$ cat config.mk
export PLATFORM = sky130hd
export DESIGN_NAME = grip_holding_run_classifier
export DESIGN_NICKNAME = d
export VERILOG_FILES = /design/src/design/ghrc_pkg.sv /design/src/design/ghrc_run_counter.sv /design/src/design/grip_holding_run_classifier.sv
export SDC_FILE = /design/constraint.sdc
export NUM_CORES = 2
export LEC_CHECK = 0
export ABC_AREA = 1
export BUFFER_PORTS_ARGS = -buffer_cell sky130_fd_sc_hd__buf_2
export CAP_MARGIN = 30
export CORE_ASPECT_RATIO = 0.75
export CORE_MARGIN = 2
export CORE_UTILIZATION = 60
export CTS_CLUSTER_SIZE = 14
export DETAILED_ROUTE_END_ITERATION = 8
export GPL_TIMING_DRIVEN = 0
export PLACE_DENSITY_LB_ADDON = 0.3
export SLEW_MARGIN = 20
export SYNTH_ARGS = -nofsm -noshare
export SYNTH_HDL_FRONTEND = slang
export SYNTH_SLANG_ARGS = --single-unit
$ cat constraint.sdc
create_clock -name clk -period 10.6 [get_ports clk]
set_input_delay 1.06 -clock clk [delete_from_list [all_inputs] [get_ports clk]]
set_output_delay 1.06 -clock clk [all_outputs]
set_load 0.03 [all_outputs]
$ cat src/design/ghrc_pkg.sv
// Shared types and constants for the grip holding run classifier.
`default_nettype none

package ghrc_pkg;

    // Field widths fixed by the sample and result formats
    localparam int POS_W      = 18;
    localparam int LOAD_W     = 16;
    localparam int PSPREAD_W  = 17;
    localparam int LSPREAD_W  = 15;
    localparam int REQ_W      = 16;
    localparam int OBJ_THR_W  = 21;
    localparam int LOAD_THR_W = 19;
    localparam int OUT_CNT_W  = 16;
    localparam int CFG_IDX_W  = 3;
    localparam int CFG_DATA_W = 18;

    // Fallbacks and floors; the noise scale of four is a shift by two bits
    localparam logic signed [POS_W-1:0] FALLBACK_POSITION  = 18'sd20000;
    localparam logic [PSPREAD_W+1:0]    MIN_POSITION_NOISE = 19'd5000;
    localparam logic [LSPREAD_W+1:0]    MIN_LOAD_MARGIN    = 17'd40;

    typedef enum logic [1:0] {
        VERDICT_INCONCLUSIVE = 2'd0,
        VERDICT_HOLDING      = 2'd1,
        VERDICT_EMPTY        = 2'd2
    } verdict_t;

    typedef enum logic [CFG_IDX_W-1:0] {
        CFG_BASELINE_VALID    = 3'd0,
        CFG_BASELINE_POSITION = 3'd1,
        CFG_POSITION_SPREAD   = 3'd2,
        CFG_LOAD_BASELINE     = 3'd3,
        CFG_LOAD_SPREAD       = 3'd4,
        CFG_OPENING_MARGIN    = 3'd5,
        CFG_MINIMUM_LOAD      = 3'd6,
        CFG_REQUIRED_RUN      = 3'd7
    } cfg_index_t;

    // Control for one run counter, per sample
    typedef struct packed {
        logic advance;
        logic clear;
        logic sample_ok;
        logic evidence;
    } run_ctl_t;

endpackage

`default_nettype wire

$ cat src/design/ghrc_run_counter.sv
// Saturating consecutive-run counter with its running maximum.
`default_nettype none

module ghrc_run_counter #(
    parameter int COUNTER_WIDTH = 16
) (
    input  wire logic                                clk,
    input  wire logic                                rst_n,
    input  wire ghrc_pkg::run_ctl_t                  ctl,
    output logic [COUNTER_WIDTH-1:0]                 run_now,
    output logic [ghrc_pkg::OUT_CNT_W-1:0]           max_view
);

    logic [COUNTER_WIDTH-1:0] run_reg;
    logic [COUNTER_WIDTH-1:0] max_reg;
    logic [COUNTER_WIDTH-1:0] run_base;
    logic [COUNTER_WIDTH-1:0] run_inc;
    logic [COUNTER_WIDTH-1:0] max_base;
    logic [COUNTER_WIDTH-1:0] max_next;

    always_comb
    begin
        run_base = ctl.clear ? '0 : run_reg;
        max_base = ctl.clear ? '0 : max_reg;
        // hold at all ones
        run_inc  = (run_base == '1) ? run_base : run_base + 1'b1;
        run_now  = (ctl.sample_ok && ctl.evidence) ? run_inc : '0;
        max_next = (run_now > max_base) ? run_now : max_base;
    end

    always_ff @(posedge clk or negedge rst_n)
    begin
        if (!rst_n)
        begin
            run_reg <= '0;
            max_reg <= '0;
        end
        else if (ctl.advance)
        begin
            run_reg <= run_now;
            max_reg <= max_next;
        end
    end

    generate
        if (COUNTER_WIDTH >= ghrc_pkg::OUT_CNT_W)
        begin : g_trunc
            assign max_view = max_next[ghrc_pkg::OUT_CNT_W-1:0];
        end
        else
        begin : g_extend
            assign max_view = {{(ghrc_pkg::OUT_CNT_W-COUNTER_WIDTH){1'b0}}, max_next};
        end
    endgenerate

endmodule

`default_nettype wire

$ cat src/design/grip_holding_run_classifier.sv
// Grip holding run classifier: top level with thresholds, runs and result register.
`default_nettype none

// Each accepted sample gives exactly one result: the sample is held in the input
// register, then the threshold compares and run updates are written into the result
// register, which waits while the result side is stalled. A new sample may be
// taken every cycle while item_stall is low; the run counters, held in flip-flops and
// updated from the input register stage, are the only loop. Thresholds are
// derived from the configuration registers, written through the configuration
// port (always ready); the user must write them only while no sample is in flight,
// which the block itself does not enforce. Run and sample counters are
// COUNTER_WIDTH bits wide and saturate; result fields carry their low 16 bits.

module grip_holding_run_classifier #(
    parameter int COUNTER_WIDTH = 16
) (
    input  wire logic                                     clk,
    input  wire logic                                     rst_n,
    // configuration write channel
    input  wire logic                                     cfg_valid,
    output logic                                          cfg_ready,
    input  wire logic [ghrc_pkg::CFG_IDX_W-1:0]           cfg_index,
    input  wire logic [ghrc_pkg::CFG_DATA_W-1:0]          cfg_data,
    // sample channel
    input  wire logic                                     item_valid,
    output logic                                          item_stall,
    input  wire logic                                     start_window,
    input  wire logic                                     sample_valid,
    input  wire logic signed [ghrc_pkg::POS_W-1:0]        position,
    input  wire logic signed [ghrc_pkg::LOAD_W-1:0]       load,
    input  wire logic                                     holding_flag,
    input  wire logic                                     empty_flag,
    // result channel
    output logic                                          result_valid,
    input  wire logic                                     result_stall,
    output logic [1:0]                                    verdict,
    output logic signed [ghrc_pkg::OBJ_THR_W-1:0]         object_position_threshold,
    output logic signed [ghrc_pkg::LOAD_THR_W-1:0]        load_threshold,
    output logic [ghrc_pkg::OUT_CNT_W-1:0]                valid_samples,
    output logic signed [ghrc_pkg::POS_W-1:0]             last_position,
    output logic signed [ghrc_pkg::LOAD_W-1:0]            last_load,
    output logic [ghrc_pkg::OUT_CNT_W-1:0]                opening_run_max,
    output logic [ghrc_pkg::OUT_CNT_W-1:0]                load_run_max,
    output logic [ghrc_pkg::OUT_CNT_W-1:0]                holding_flag_run_max,
    output logic [ghrc_pkg::OUT_CNT_W-1:0]                contact_run_max,
    output logic [ghrc_pkg::OUT_CNT_W-1:0]                empty_run_max
);

    localparam int CMP_W = (COUNTER_WIDTH > ghrc_pkg::REQ_W) ? COUNTER_WIDTH
                                                              : ghrc_pkg::REQ_W;

    // ---------------------------------------------------------------- config
    logic                                       baseline_valid_reg;
    logic signed [ghrc_pkg::POS_W-1:0]          baseline_position_reg;
    logic [ghrc_pkg::PSPREAD_W-1:0]             position_spread_reg;
    logic signed [ghrc_pkg::LOAD_W-1:0]         load_baseline_reg;
    logic [ghrc_pkg::LSPREAD_W-1:0]             load_spread_reg;
    logic signed [ghrc_pkg::POS_W-1:0]          opening_margin_reg;
    logic signed [ghrc_pkg::LOAD_W-1:0]         minimum_load_reg;
    logic [ghrc_pkg::REQ_W-1:0]                 required_run_reg;

    assign cfg_ready = 1'b1;

    always_ff @(posedge clk or negedge rst_n)
    begin
        if (!rst_n)
        begin
            baseline_valid_reg    <= 1'b0;
            baseline_position_reg <= '0;
            position_spread_reg   <= '0;
            load_baseline_reg     <= '0;
            load_spread_reg       <= '0;
            opening_margin_reg    <= '0;
            minimum_load_reg      <= '0;
            required_run_reg      <= 16'd1;
        end
        else if (cfg_valid && cfg_ready)
        begin
            case (ghrc_pkg::cfg_index_t'(cfg_index))
                ghrc_pkg::CFG_BASELINE_VALID:
                    baseline_valid_reg <= cfg_data[0];
                ghrc_pkg::CFG_BASELINE_POSITION:
                    baseline_position_reg <= cfg_data[ghrc_pkg::POS_W-1:0];
                ghrc_pkg::CFG_POSITION_SPREAD:
                    position_spread_reg <= cfg_data[ghrc_pkg::PSPREAD_W-1:0];
                ghrc_pkg::CFG_LOAD_BASELINE:
                    load_baseline_reg <= cfg_data[ghrc_pkg::LOAD_W-1:0];
                ghrc_pkg::CFG_LOAD_SPREAD:
                    load_spread_reg <= cfg_data[ghrc_pkg::LSPREAD_W-1:0];
                ghrc_pkg::CFG_OPENING_MARGIN:
                    opening_margin_reg <= cfg_data[ghrc_pkg::POS_W-1:0];
                ghrc_pkg::CFG_MINIMUM_LOAD:
                    minimum_load_reg <= cfg_data[ghrc_pkg::LOAD_W-1:0];
                ghrc_pkg::CFG_REQUIRED_RUN:
                    required_run_reg <= cfg_data[ghrc_pkg::REQ_W-1:0];
                default:
                    ;
            endcase
        end
    end

    // ------------------------------------------------------------ handshake
    logic s1_valid_reg;
    logic s1_valid_next;
    logic result_valid_reg;
    logic result_valid_next;
    logic out_free;
    logic advance;
    logic take_item;

    assign out_free   = !result_valid_reg || !result_stall;
    assign advance    = s1_valid_reg && out_free;
    assign item_stall = s1_valid_reg && !out_free;
    assign take_item  = item_valid && !item_stall;

    always_comb
    begin
        if (take_item)
            s1_valid_next = 1'b1;
        else if (advance)
            s1_valid_next = 1'b0;
        else
            s1_valid_next = s1_valid_reg;

        if (advance)
            result_valid_next = 1'b1;
        else if (!result_stall)
            result_valid_next = 1'b0;
        else
            result_valid_next = result_valid_reg;
    end

    always_ff @(posedge clk or negedge rst_n)
    begin
        if (!rst_n)
        begin
            s1_valid_reg     <= 1'b0;
            result_valid_reg <= 1'b0;
        end
        else
        begin
            s1_valid_reg     <= s1_valid_next;
            result_valid_reg <= result_valid_next;
        end
    end

    assign result_valid = result_valid_reg;

    // ------------------------------------------------------- input register
    logic                                   s1_start_reg;
    logic                                   s1_ok_reg;
    logic signed [ghrc_pkg::POS_W-1:0]      s1_pos_reg;
    logic signed [ghrc_pkg::LOAD_W-1:0]     s1_load_reg;
    logic                                   s1_hflag_reg;
    logic                                   s1_eflag_reg;

    always_ff @(posedge clk)
    begin
        if (take_item)
        begin
            s1_start_reg <= start_window;
            s1_ok_reg    <= sample_valid;
            s1_pos_reg   <= position;
            s1_load_reg  <= load;
            s1_hflag_reg <= holding_flag;
            s1_eflag_reg <= empty_flag;
        end
    end

    // ----------------------------------------------------------- thresholds
    logic signed [ghrc_pkg::POS_W-1:0]       base_pos;
    logic [ghrc_pkg::PSPREAD_W+1:0]          pos_scaled;
    logic [ghrc_pkg::PSPREAD_W+1:0]          noise;
    logic signed [19:0]                      noise_s;
    logic signed [19:0]                      margin_s;
    logic signed [19:0]                      gap;
    logic signed [ghrc_pkg::OBJ_THR_W-1:0]   obj_thr;
    logic signed [23:0]                      noise2_s;
    logic signed [23:0]                      margin_pos_s;
    logic signed [23:0]                      part_gap;
    logic signed [23:0]                      part_thr2;
    logic [ghrc_pkg::LSPREAD_W+1:0]          load_scaled;
    logic [ghrc_pkg::LSPREAD_W+1:0]          load_margin;
    logic signed [ghrc_pkg::LOAD_THR_W-1:0]  load_sum;
    logic signed [ghrc_pkg::LOAD_THR_W-1:0]  min_load_s;
    logic signed [ghrc_pkg::LOAD_THR_W-1:0]  load_pick;
    logic signed [ghrc_pkg::LOAD_THR_W-1:0]  load_thr;

    always_comb
    begin
        base_pos   = baseline_valid_reg ? baseline_position_reg
                                        : ghrc_pkg::FALLBACK_POSITION;
        pos_scaled = {position_spread_reg, 2'b00};
        if (baseline_valid_reg && (pos_scaled > ghrc_pkg::MIN_POSITION_NOISE))
            noise = pos_scaled;
        else
            noise = ghrc_pkg::MIN_POSITION_NOISE;
        noise_s  = {1'b0, noise};
        margin_s = {{2{opening_margin_reg[ghrc_pkg::POS_W-1]}}, opening_margin_reg};
        gap      = (margin_s > noise_s) ? margin_s : noise_s;
        obj_thr  = {{3{base_pos[ghrc_pkg::POS_W-1]}}, base_pos} + {gap[19], gap};

        // partial opening compared at twice scale so the half margin stays exact
        noise2_s     = {4'b0000, noise, 1'b0};
        margin_pos_s = opening_margin_reg[ghrc_pkg::POS_W-1] ? 24'sd0
                     : {6'b000000, opening_margin_reg};
        part_gap     = (margin_pos_s > noise2_s) ? margin_pos_s : noise2_s;
        part_thr2    = {{5{base_pos[ghrc_pkg::POS_W-1]}}, base_pos, 1'b0} + part_gap;

        load_scaled = {load_spread_reg, 2'b00};
        load_margin = (load_scaled > ghrc_pkg::MIN_LOAD_MARGIN) ? load_scaled
                                                                : ghrc_pkg::MIN_LOAD_MARGIN;
        load_sum    = {{3{load_baseline_reg[ghrc_pkg::LOAD_W-1]}}, load_baseline_reg}
                    + {2'b00, load_margin};
        min_load_s  = {{3{minimum_load_reg[ghrc_pkg::LOAD_W-1]}}, minimum_load_reg};
        load_pick   = baseline_valid_reg ? load_sum : min_load_s;
        load_thr    = (load_pick > min_load_s) ? load_pick : min_load_s;
    end

    // -------------------------------------------------------------- evidence
    logic signed [ghrc_pkg::OBJ_THR_W-1:0]   pos_wide;
    logic signed [23:0]                      pos2;
    logic signed [ghrc_pkg::LOAD_THR_W-1:0]  load_wide;
    logic                                    ev_opening;
    logic                                    ev_partial;
    logic                                    ev_loaded;
    logic                                    ev_contact;
    logic                                    ev_empty;

    always_comb
    begin
        pos_wide   = {{3{s1_pos_reg[ghrc_pkg::POS_W-1]}}, s1_pos_reg};
        pos2       = {{5{s1_pos_reg[ghrc_pkg::POS_W-1]}}, s1_pos_reg, 1'b0};
        load_wide  = {{3{s1_load_reg[ghrc_pkg::LOAD_W-1]}}, s1_load_reg};
        ev_opening = pos_wide > obj_thr;
        ev_partial = pos2 > part_thr2;
        ev_loaded  = load_wide >= load_thr;
        // two of three votes, or load with a partial opening
        ev_contact = (ev_opening && ev_loaded) || (ev_opening && s1_hflag_reg)
                   || (ev_loaded && s1_hflag_reg) || (ev_loaded && ev_partial);
        ev_empty   = !ev_opening && !ev_loaded && s1_eflag_reg;
    end

    // ---------------------------------------------------------- run counters
    ghrc_pkg::run_ctl_t                  ctl_opening;
    ghrc_pkg::run_ctl_t                  ctl_loaded;
    ghrc_pkg::run_ctl_t                  ctl_holding;
    ghrc_pkg::run_ctl_t                  ctl_contact;
    ghrc_pkg::run_ctl_t                  ctl_empty;
    logic [COUNTER_WIDTH-1:0]            opening_run_now;
    logic [COUNTER_WIDTH-1:0]            load_run_now;
    logic [COUNTER_WIDTH-1:0]            holding_run_now;
    logic [COUNTER_WIDTH-1:0]            contact_run_now;
    logic [COUNTER_WIDTH-1:0]            empty_run_now;
    logic [ghrc_pkg::OUT_CNT_W-1:0]      opening_max_view;
    logic [ghrc_pkg::OUT_CNT_W-1:0]      load_max_view;
    logic [ghrc_pkg::OUT_CNT_W-1:0]      holding_max_view;
    logic [ghrc_pkg::OUT_CNT_W-1:0]      contact_max_view;
    logic [ghrc_pkg::OUT_CNT_W-1:0]      empty_max_view;

    assign ctl_opening = '{advance: advance, clear: s1_start_reg,
                           sample_ok: s1_ok_reg, evidence: ev_opening};
    assign ctl_loaded  = '{advance: advance, clear: s1_start_reg,
                           sample_ok: s1_ok_reg, evidence: ev_loaded};
    assign ctl_holding = '{advance: advance, clear: s1_start_reg,
                           sample_ok: s1_ok_reg, evidence: s1_hflag_reg};
    assign ctl_contact = '{advance: advance, clear: s1_start_reg,
                           sample_ok: s1_ok_reg, evidence: ev_contact};
    assign ctl_empty   = '{advance: advance, clear: s1_start_reg,
                           sample_ok: s1_ok_reg, evidence: ev_empty};

    ghrc_run_counter #(.COUNTER_WIDTH(COUNTER_WIDTH)) u_opening_run (
        .clk      (clk),
        .rst_n    (rst_n),
        .ctl      (ctl_opening),
        .run_now  (opening_run_now),
        .max_view (opening_max_view)
    );

    ghrc_run_counter #(.COUNTER_WIDTH(COUNTER_WIDTH)) u_load_run (
        .clk      (clk),
        .rst_n    (rst_n),
        .ctl      (ctl_loaded),
        .run_now  (load_run_now),
        .max_view (load_max_view)
    );

    ghrc_run_counter #(.COUNTER_WIDTH(COUNTER_WIDTH)) u_holding_run (
        .clk      (clk),
        .rst_n    (rst_n),
        .ctl      (ctl_holding),
        .run_now  (holding_run_now),
        .max_view (holding_max_view)
    );

    ghrc_run_counter #(.COUNTER_WIDTH(COUNTER_WIDTH)) u_contact_run (
        .clk      (clk),
        .rst_n    (rst_n),
        .ctl      (ctl_contact),
        .run_now  (contact_run_now),
        .max_view (contact_max_view)
    );

    ghrc_run_counter #(.COUNTER_WIDTH(COUNTER_WIDTH)) u_empty_run (
        .clk      (clk),
        .rst_n    (rst_n),
        .ctl      (ctl_empty),
        .run_now  (empty_run_now),
        .max_view (empty_max_view)
    );

    // ------------------------------------------------- sample count and hold
    logic [COUNTER_WIDTH-1:0]            total_reg;
    logic [COUNTER_WIDTH-1:0]            total_base;
    logic [COUNTER_WIDTH-1:0]            total_next;
    logic [ghrc_pkg::OUT_CNT_W-1:0]      total_view;
    logic signed [ghrc_pkg::POS_W-1:0]   held_position_reg;
    logic signed [ghrc_pkg::LOAD_W-1:0]  held_load_reg;
    logic signed [ghrc_pkg::POS_W-1:0]   held_position_next;
    logic signed [ghrc_pkg::LOAD_W-1:0]  held_load_next;

    always_comb
    begin
        total_base = s1_start_reg ? '0 : total_reg;
        if (!s1_ok_reg)
            total_next = total_base;
        else if (total_base == '1)
            total_next = total_base;
        else
            total_next = total_base + 1'b1;
        held_position_next = s1_ok_reg ? s1_pos_reg : held_position_reg;
        held_load_next     = s1_ok_reg ? s1_load_reg : held_load_reg;
    end

    always_ff @(posedge clk or negedge rst_n)
    begin
        if (!rst_n)
        begin
            total_reg         <= '0;
            held_position_reg <= '0;
            held_load_reg     <= '0;
        end
        else if (advance)
        begin
            total_reg         <= total_next;
            held_position_reg <= held_position_next;
            held_load_reg     <= held_load_next;
        end
    end

    generate
        if (COUNTER_WIDTH >= ghrc_pkg::OUT_CNT_W)
        begin : g_total_trunc
            assign total_view = total_next[ghrc_pkg::OUT_CNT_W-1:0];
        end
        else
        begin : g_total_extend
            assign total_view = {{(ghrc_pkg::OUT_CNT_W-COUNTER_WIDTH){1'b0}}, total_next};
        end
    endgenerate

    // --------------------------------------------------------------- verdict
    logic [ghrc_pkg::REQ_W-1:0]  req_eff;
    logic [CMP_W-1:0]            req_cmp;
    logic [CMP_W-1:0]            contact_cmp;
    logic [CMP_W-1:0]            empty_cmp;
    ghrc_pkg::verdict_t          verdict_next;

    always_comb
    begin
        req_eff     = (required_run_reg == '0) ? 16'd1 : required_run_reg;
        req_cmp     = CMP_W'(req_eff);
        contact_cmp = CMP_W'(contact_run_now);
        empty_cmp   = CMP_W'(empty_run_now);
        // holding takes priority over empty
        if (contact_cmp >= req_cmp)
            verdict_next = ghrc_pkg::VERDICT_HOLDING;
        else if (empty_cmp >= req_cmp)
            verdict_next = ghrc_pkg::VERDICT_EMPTY;
        else
            verdict_next = ghrc_pkg::VERDICT_INCONCLUSIVE;
    end

    // ------------------------------------------------------- result register
    ghrc_pkg::verdict_t                      verdict_reg;
    logic signed [ghrc_pkg::OBJ_THR_W-1:0]   obj_thr_reg;
    logic signed [ghrc_pkg::LOAD_THR_W-1:0]  load_thr_reg;
    logic [ghrc_pkg::OUT_CNT_W-1:0]          valid_samples_reg;
    logic signed [ghrc_pkg::POS_W-1:0]       last_position_reg;
    logic signed [ghrc_pkg::LOAD_W-1:0]      last_load_reg;
    logic [ghrc_pkg::OUT_CNT_W-1:0]          opening_max_reg;
    logic [ghrc_pkg::OUT_CNT_W-1:0]          load_max_reg;
    logic [ghrc_pkg::OUT_CNT_W-1:0]          holding_max_reg;
    logic [ghrc_pkg::OUT_CNT_W-1:0]          contact_max_reg;
    logic [ghrc_pkg::OUT_CNT_W-1:0]          empty_max_reg;

    always_ff @(posedge clk)
    begin
        if (advance)
        begin
            verdict_reg       <= verdict_next;
            obj_thr_reg       <= obj_thr;
            load_thr_reg      <= load_thr;
            valid_samples_reg <= total_view;
            last_position_reg <= held_position_next;
            last_load_reg     <= held_load_next;
            opening_max_reg   <= opening_max_view;
            load_max_reg      <= load_max_view;
            holding_max_reg   <= holding_max_view;
            contact_max_reg   <= contact_max_view;
            empty_max_reg     <= empty_max_view;
        end
    end

    assign verdict                   = verdict_reg;
    assign object_position_threshold = obj_thr_reg;
    assign load_threshold            = load_thr_reg;
    assign valid_samples             = valid_samples_reg;
    assign last_position             = last_position_reg;
    assign last_load                 = last_load_reg;
    assign opening_run_max           = opening_max_reg;
    assign load_run_max              = load_max_reg;
    assign holding_flag_run_max      = holding_max_reg;
    assign contact_run_max           = contact_max_reg;
    assign empty_run_max             = empty_max_reg;

endmodule

`default_nettype wire

==> impl_metrics.env <==
export IMPL_outcome="finished clean"
export IMPL_syn_instance_count=3869
export IMPL_hold_path_class="in -> async"
export IMPL_cts_root_buf="clkbuf_16"
export IMPL_fin_util_pct=69.4
export IMPL_overflow=0
export IMPL_cp_top_family="simple AND/OR/NAND/NOR gates"
export IMPL_p_leak_nw=17.4
export IMPL_synthFlopType="dfrtp_1"
export IMPL_synth_area_leaders="dfrtp_1 (26%), edfxtp_1 (20%), nand2_1 (12%), ha_1 (11%), o21ai_0 (6.4%)"
export IMPL_crit_path_max_fanout=10
export IMPL_fin_hold_ws_ps=278
export IMPL_nFillCells=4135
export IMPL_yosysTopAreaCell="dfrtp_1"
export IMPL_slew_viol_final=0
export IMPL_wirelength_um=91600
export IMPL_required_ps=10960
export IMPL_antenna_found_initial=10
export IMPL_yosys_warnings=0
export IMPL_skew_ps=26.1
export IMPL_cts_buffers=52
export IMPL_gp_congestion=1.00
export IMPL_ios=239
export IMPL_slowest_delay_ps=700
export IMPL_yosysTopAreaCellShare_pct=25.8
export IMPL_crit_type="reg -> reg"
export IMPL_synth_seq_cells=539
export IMPL_placement_io_buffers=237
export IMPL_worstSetupEndpointType="flip-flop"
export IMPL_synth_edf_count=210
export IMPL_multi_input_area_sq_um=15300
export IMPL_largest_reg_flops=21
export IMPL_synth_distinct_cells=60
export IMPL_crit_buf_inv=6
export IMPL_power_density_nw_per_um2=245
export IMPL_pre_cts_ws_ps=-984
export IMPL_fp_dieArea_sq_um=55000
export IMPL_first_pass_iters=6
export IMPL_maxCapViolations=0
export IMPL_post_synth_top_count_cell="nand2_1"
export IMPL_hold_viol=0
export IMPL_fin_ws_ps=591
export IMPL_power_mw=8.94
export IMPL_final_seq_area_sq_um=14500
export IMPL_timing_fmax_mhz=99.9
export IMPL_vias_per_cell=5.71
export IMPL_cpMaxStageDelayCell="nor3_1"
export IMPL_drc=0
export IMPL_initial_core_util_pct=60.5
export IMPL_setup_viol=0
export IMPL_synth_nets=4219
export IMPL_crit_arrival_ps=10360
export IMPL_place_area_sq_um=34200
export IMPL_drtIter0Drc=2899
export IMPL_clock_latency_ps=610
export IMPL_critPathLaunchType="flip-flop"
export IMPL_avgSynthCellArea_sq_um=8.23
export IMPL_synth_common_cells="nand2_1 (984), inv_1 (501), o21ai_0 (406)"
export IMPL_layout_drive_gt1_share_pct=12.3
export IMPL_max_vdd_ir_drop_uv=157
export IMPL_fin_area_sq_um=36600
export IMPL_worstMarginPinSlew_ps=940
export IMPL_core_sq_um=52700
export IMPL_finalCritPeriodShare_pct=94.4
export IMPL_cts_buffer_depth=3
export IMPL_relSlewSlack_pct=37.3
export IMPL_clkTransAtPathRegs_ps=70
export IMPL_cts_tree="yes"
export IMPL_hpwl_um=69200
export IMPL_first_global_vias=26076
export IMPL_htreeDepth=2
export IMPL_finalCriticalPeriod_ps=10010
export IMPL_grt_usage_pct=32.7
export IMPL_ant_nets=0
export IMPL_numClockSinks=539
export IMPL_wl_per_cell_um=18.5
export IMPL_area_growth_syn_to_layout_pct=14.8
export IMPL_synth_cell_area_sq_um=31900
export IMPL_grt_max_degree=92
export IMPL_fp_dieW_um=270
export IMPL_synth_async_reset_ratio_pct=61.0
export IMPL_die_y_um=204
export IMPL_cpMostUsedCell="nand3_1"
export IMPL_grt_pass1_wl_um=142000
export IMPL_vias=28248
export IMPL_ys_seq_area_share_pct=45.6
export IMPL_finalNetCount=4542
export IMPL_num_rows=73
-- stage by stage --
| stage | TNS (ps) | std cells |
|---|---|---|
| finish | 0 | 4951 |
| global route | -18.2 | 4948 |
| CTS | 0 | 4923 |
| detailed placement | -42310 | 4827 |
| global placement | -64300 | 4818 |
| floorplan | 0 | 3869 |
-- cells by family after synthesis --
group / synth area share, %
buffers and inverters: 7.80
and+or+nand+nor: 20.8
muxes: 0.0628
AOI/OAI and AO/OA: 12.0
adders and majority gates: 11.3
xor gates and xnor gates: 2.36
other: 0.0236
DFF: 45.6
-- layer usage --
layer,vias up,global-route usage [%],routed length (um),part of all wire (%)
met5,-,0,68,0.074
met4,10,10.2,2540,2.8
met3,199,7.49,10300,11
met2,1315,46.4,37600,41
met1,13327,49.5,41100,45
li1,13397,-,-,-
-- path summary, 6_finish.rpt --
kind / startpoint / endpoint / slack [ps] / cells past startpoint
min in group clk: s1_valid_reg$_DFFE_PN0P_ / result_valid$_DFFE_PN0P_ / 470 / 2
setup reg to reg: position_spread_reg[10]$_DFFE_PN0P_ / contact_run_max[14]$_DFFE_PP_ / 590 / 57
hold reg to reg: s1_valid_reg$_DFFE_PN0P_ / result_valid$_DFFE_PN0P_ / 470 / 2
max in group asynchronous: rst_n / u_holding_run.max_reg[5]$_DFFE_PN0P_ / 8820 / 4
hold / removal: rst_n / held_load_reg[14]$_DFFE_PN0P_ / 280 / 1
setup / recovery: position_spread_reg[10]$_DFFE_PN0P_ / contact_run_max[14]$_DFFE_PP_ / 590 / 57
-- power breakdown --
group          switching [mW]  internal [mW]
Clock                   0.822           1.08
Combinational            2.78           1.32
Sequential              0.209           2.73
-- cells in the final DEF (no fill, tap or decap), types with 15 or more instances in the layout --
cell type and n:
nand3_1 112, xor2_1 68, edfxtp_1 210, buf_2 243, nand2_1 974, nor2_2 21
nor3_1 55, clkbuf_16 53, clkbuf_1 108, inv_1 495, xnor2_1 17, and2_1 17
buf_1 17, buf_4 28, o21a_1 15, o21ai_1 19, a21oi_1 190, nand4_1 54
dfrtp_1 326, nor2_1 285, o21ai_0 377, ha_1 282, nand2_2 21
-- worst register-to-register path, delay by kind of cell (launching register included) --
family                   cells  cell delay (ps)
XOR/XNOR                     1              190
AND/OR/NAND/NOR             35             5400
adder cells (fa/ha/maj)      5             1450
buffers and inverters        6              800
AO/OA/AOI/OAI               10             1480
flip-flops                   1              440
-- final cells by class --
type                       count  share of cell area, %
antenna                        5                 0.0342
buffer                       141                   1.74
clock buffer                  72                   3.99
clock inverter                24                  0.688
inverter                     506                   5.23
multi-input combinational   2683                   41.8
sequential                   539                   39.8
tap                          712                   2.44
timing repair buffer         269                   4.34
-- repair_timing --
| action | CTS | global route |
|---|---|---|
| setup buffers | 0 | 22 |
| resized for setup | 47 | 143 |
| pin swaps | 1 | 25 |
| hold buffers | 0 | 0 |
| endpoints found under the setup margin | 98 | 130 |
| gates cloned | 0 | 1 |
Power figures use the tool's default switching activity.
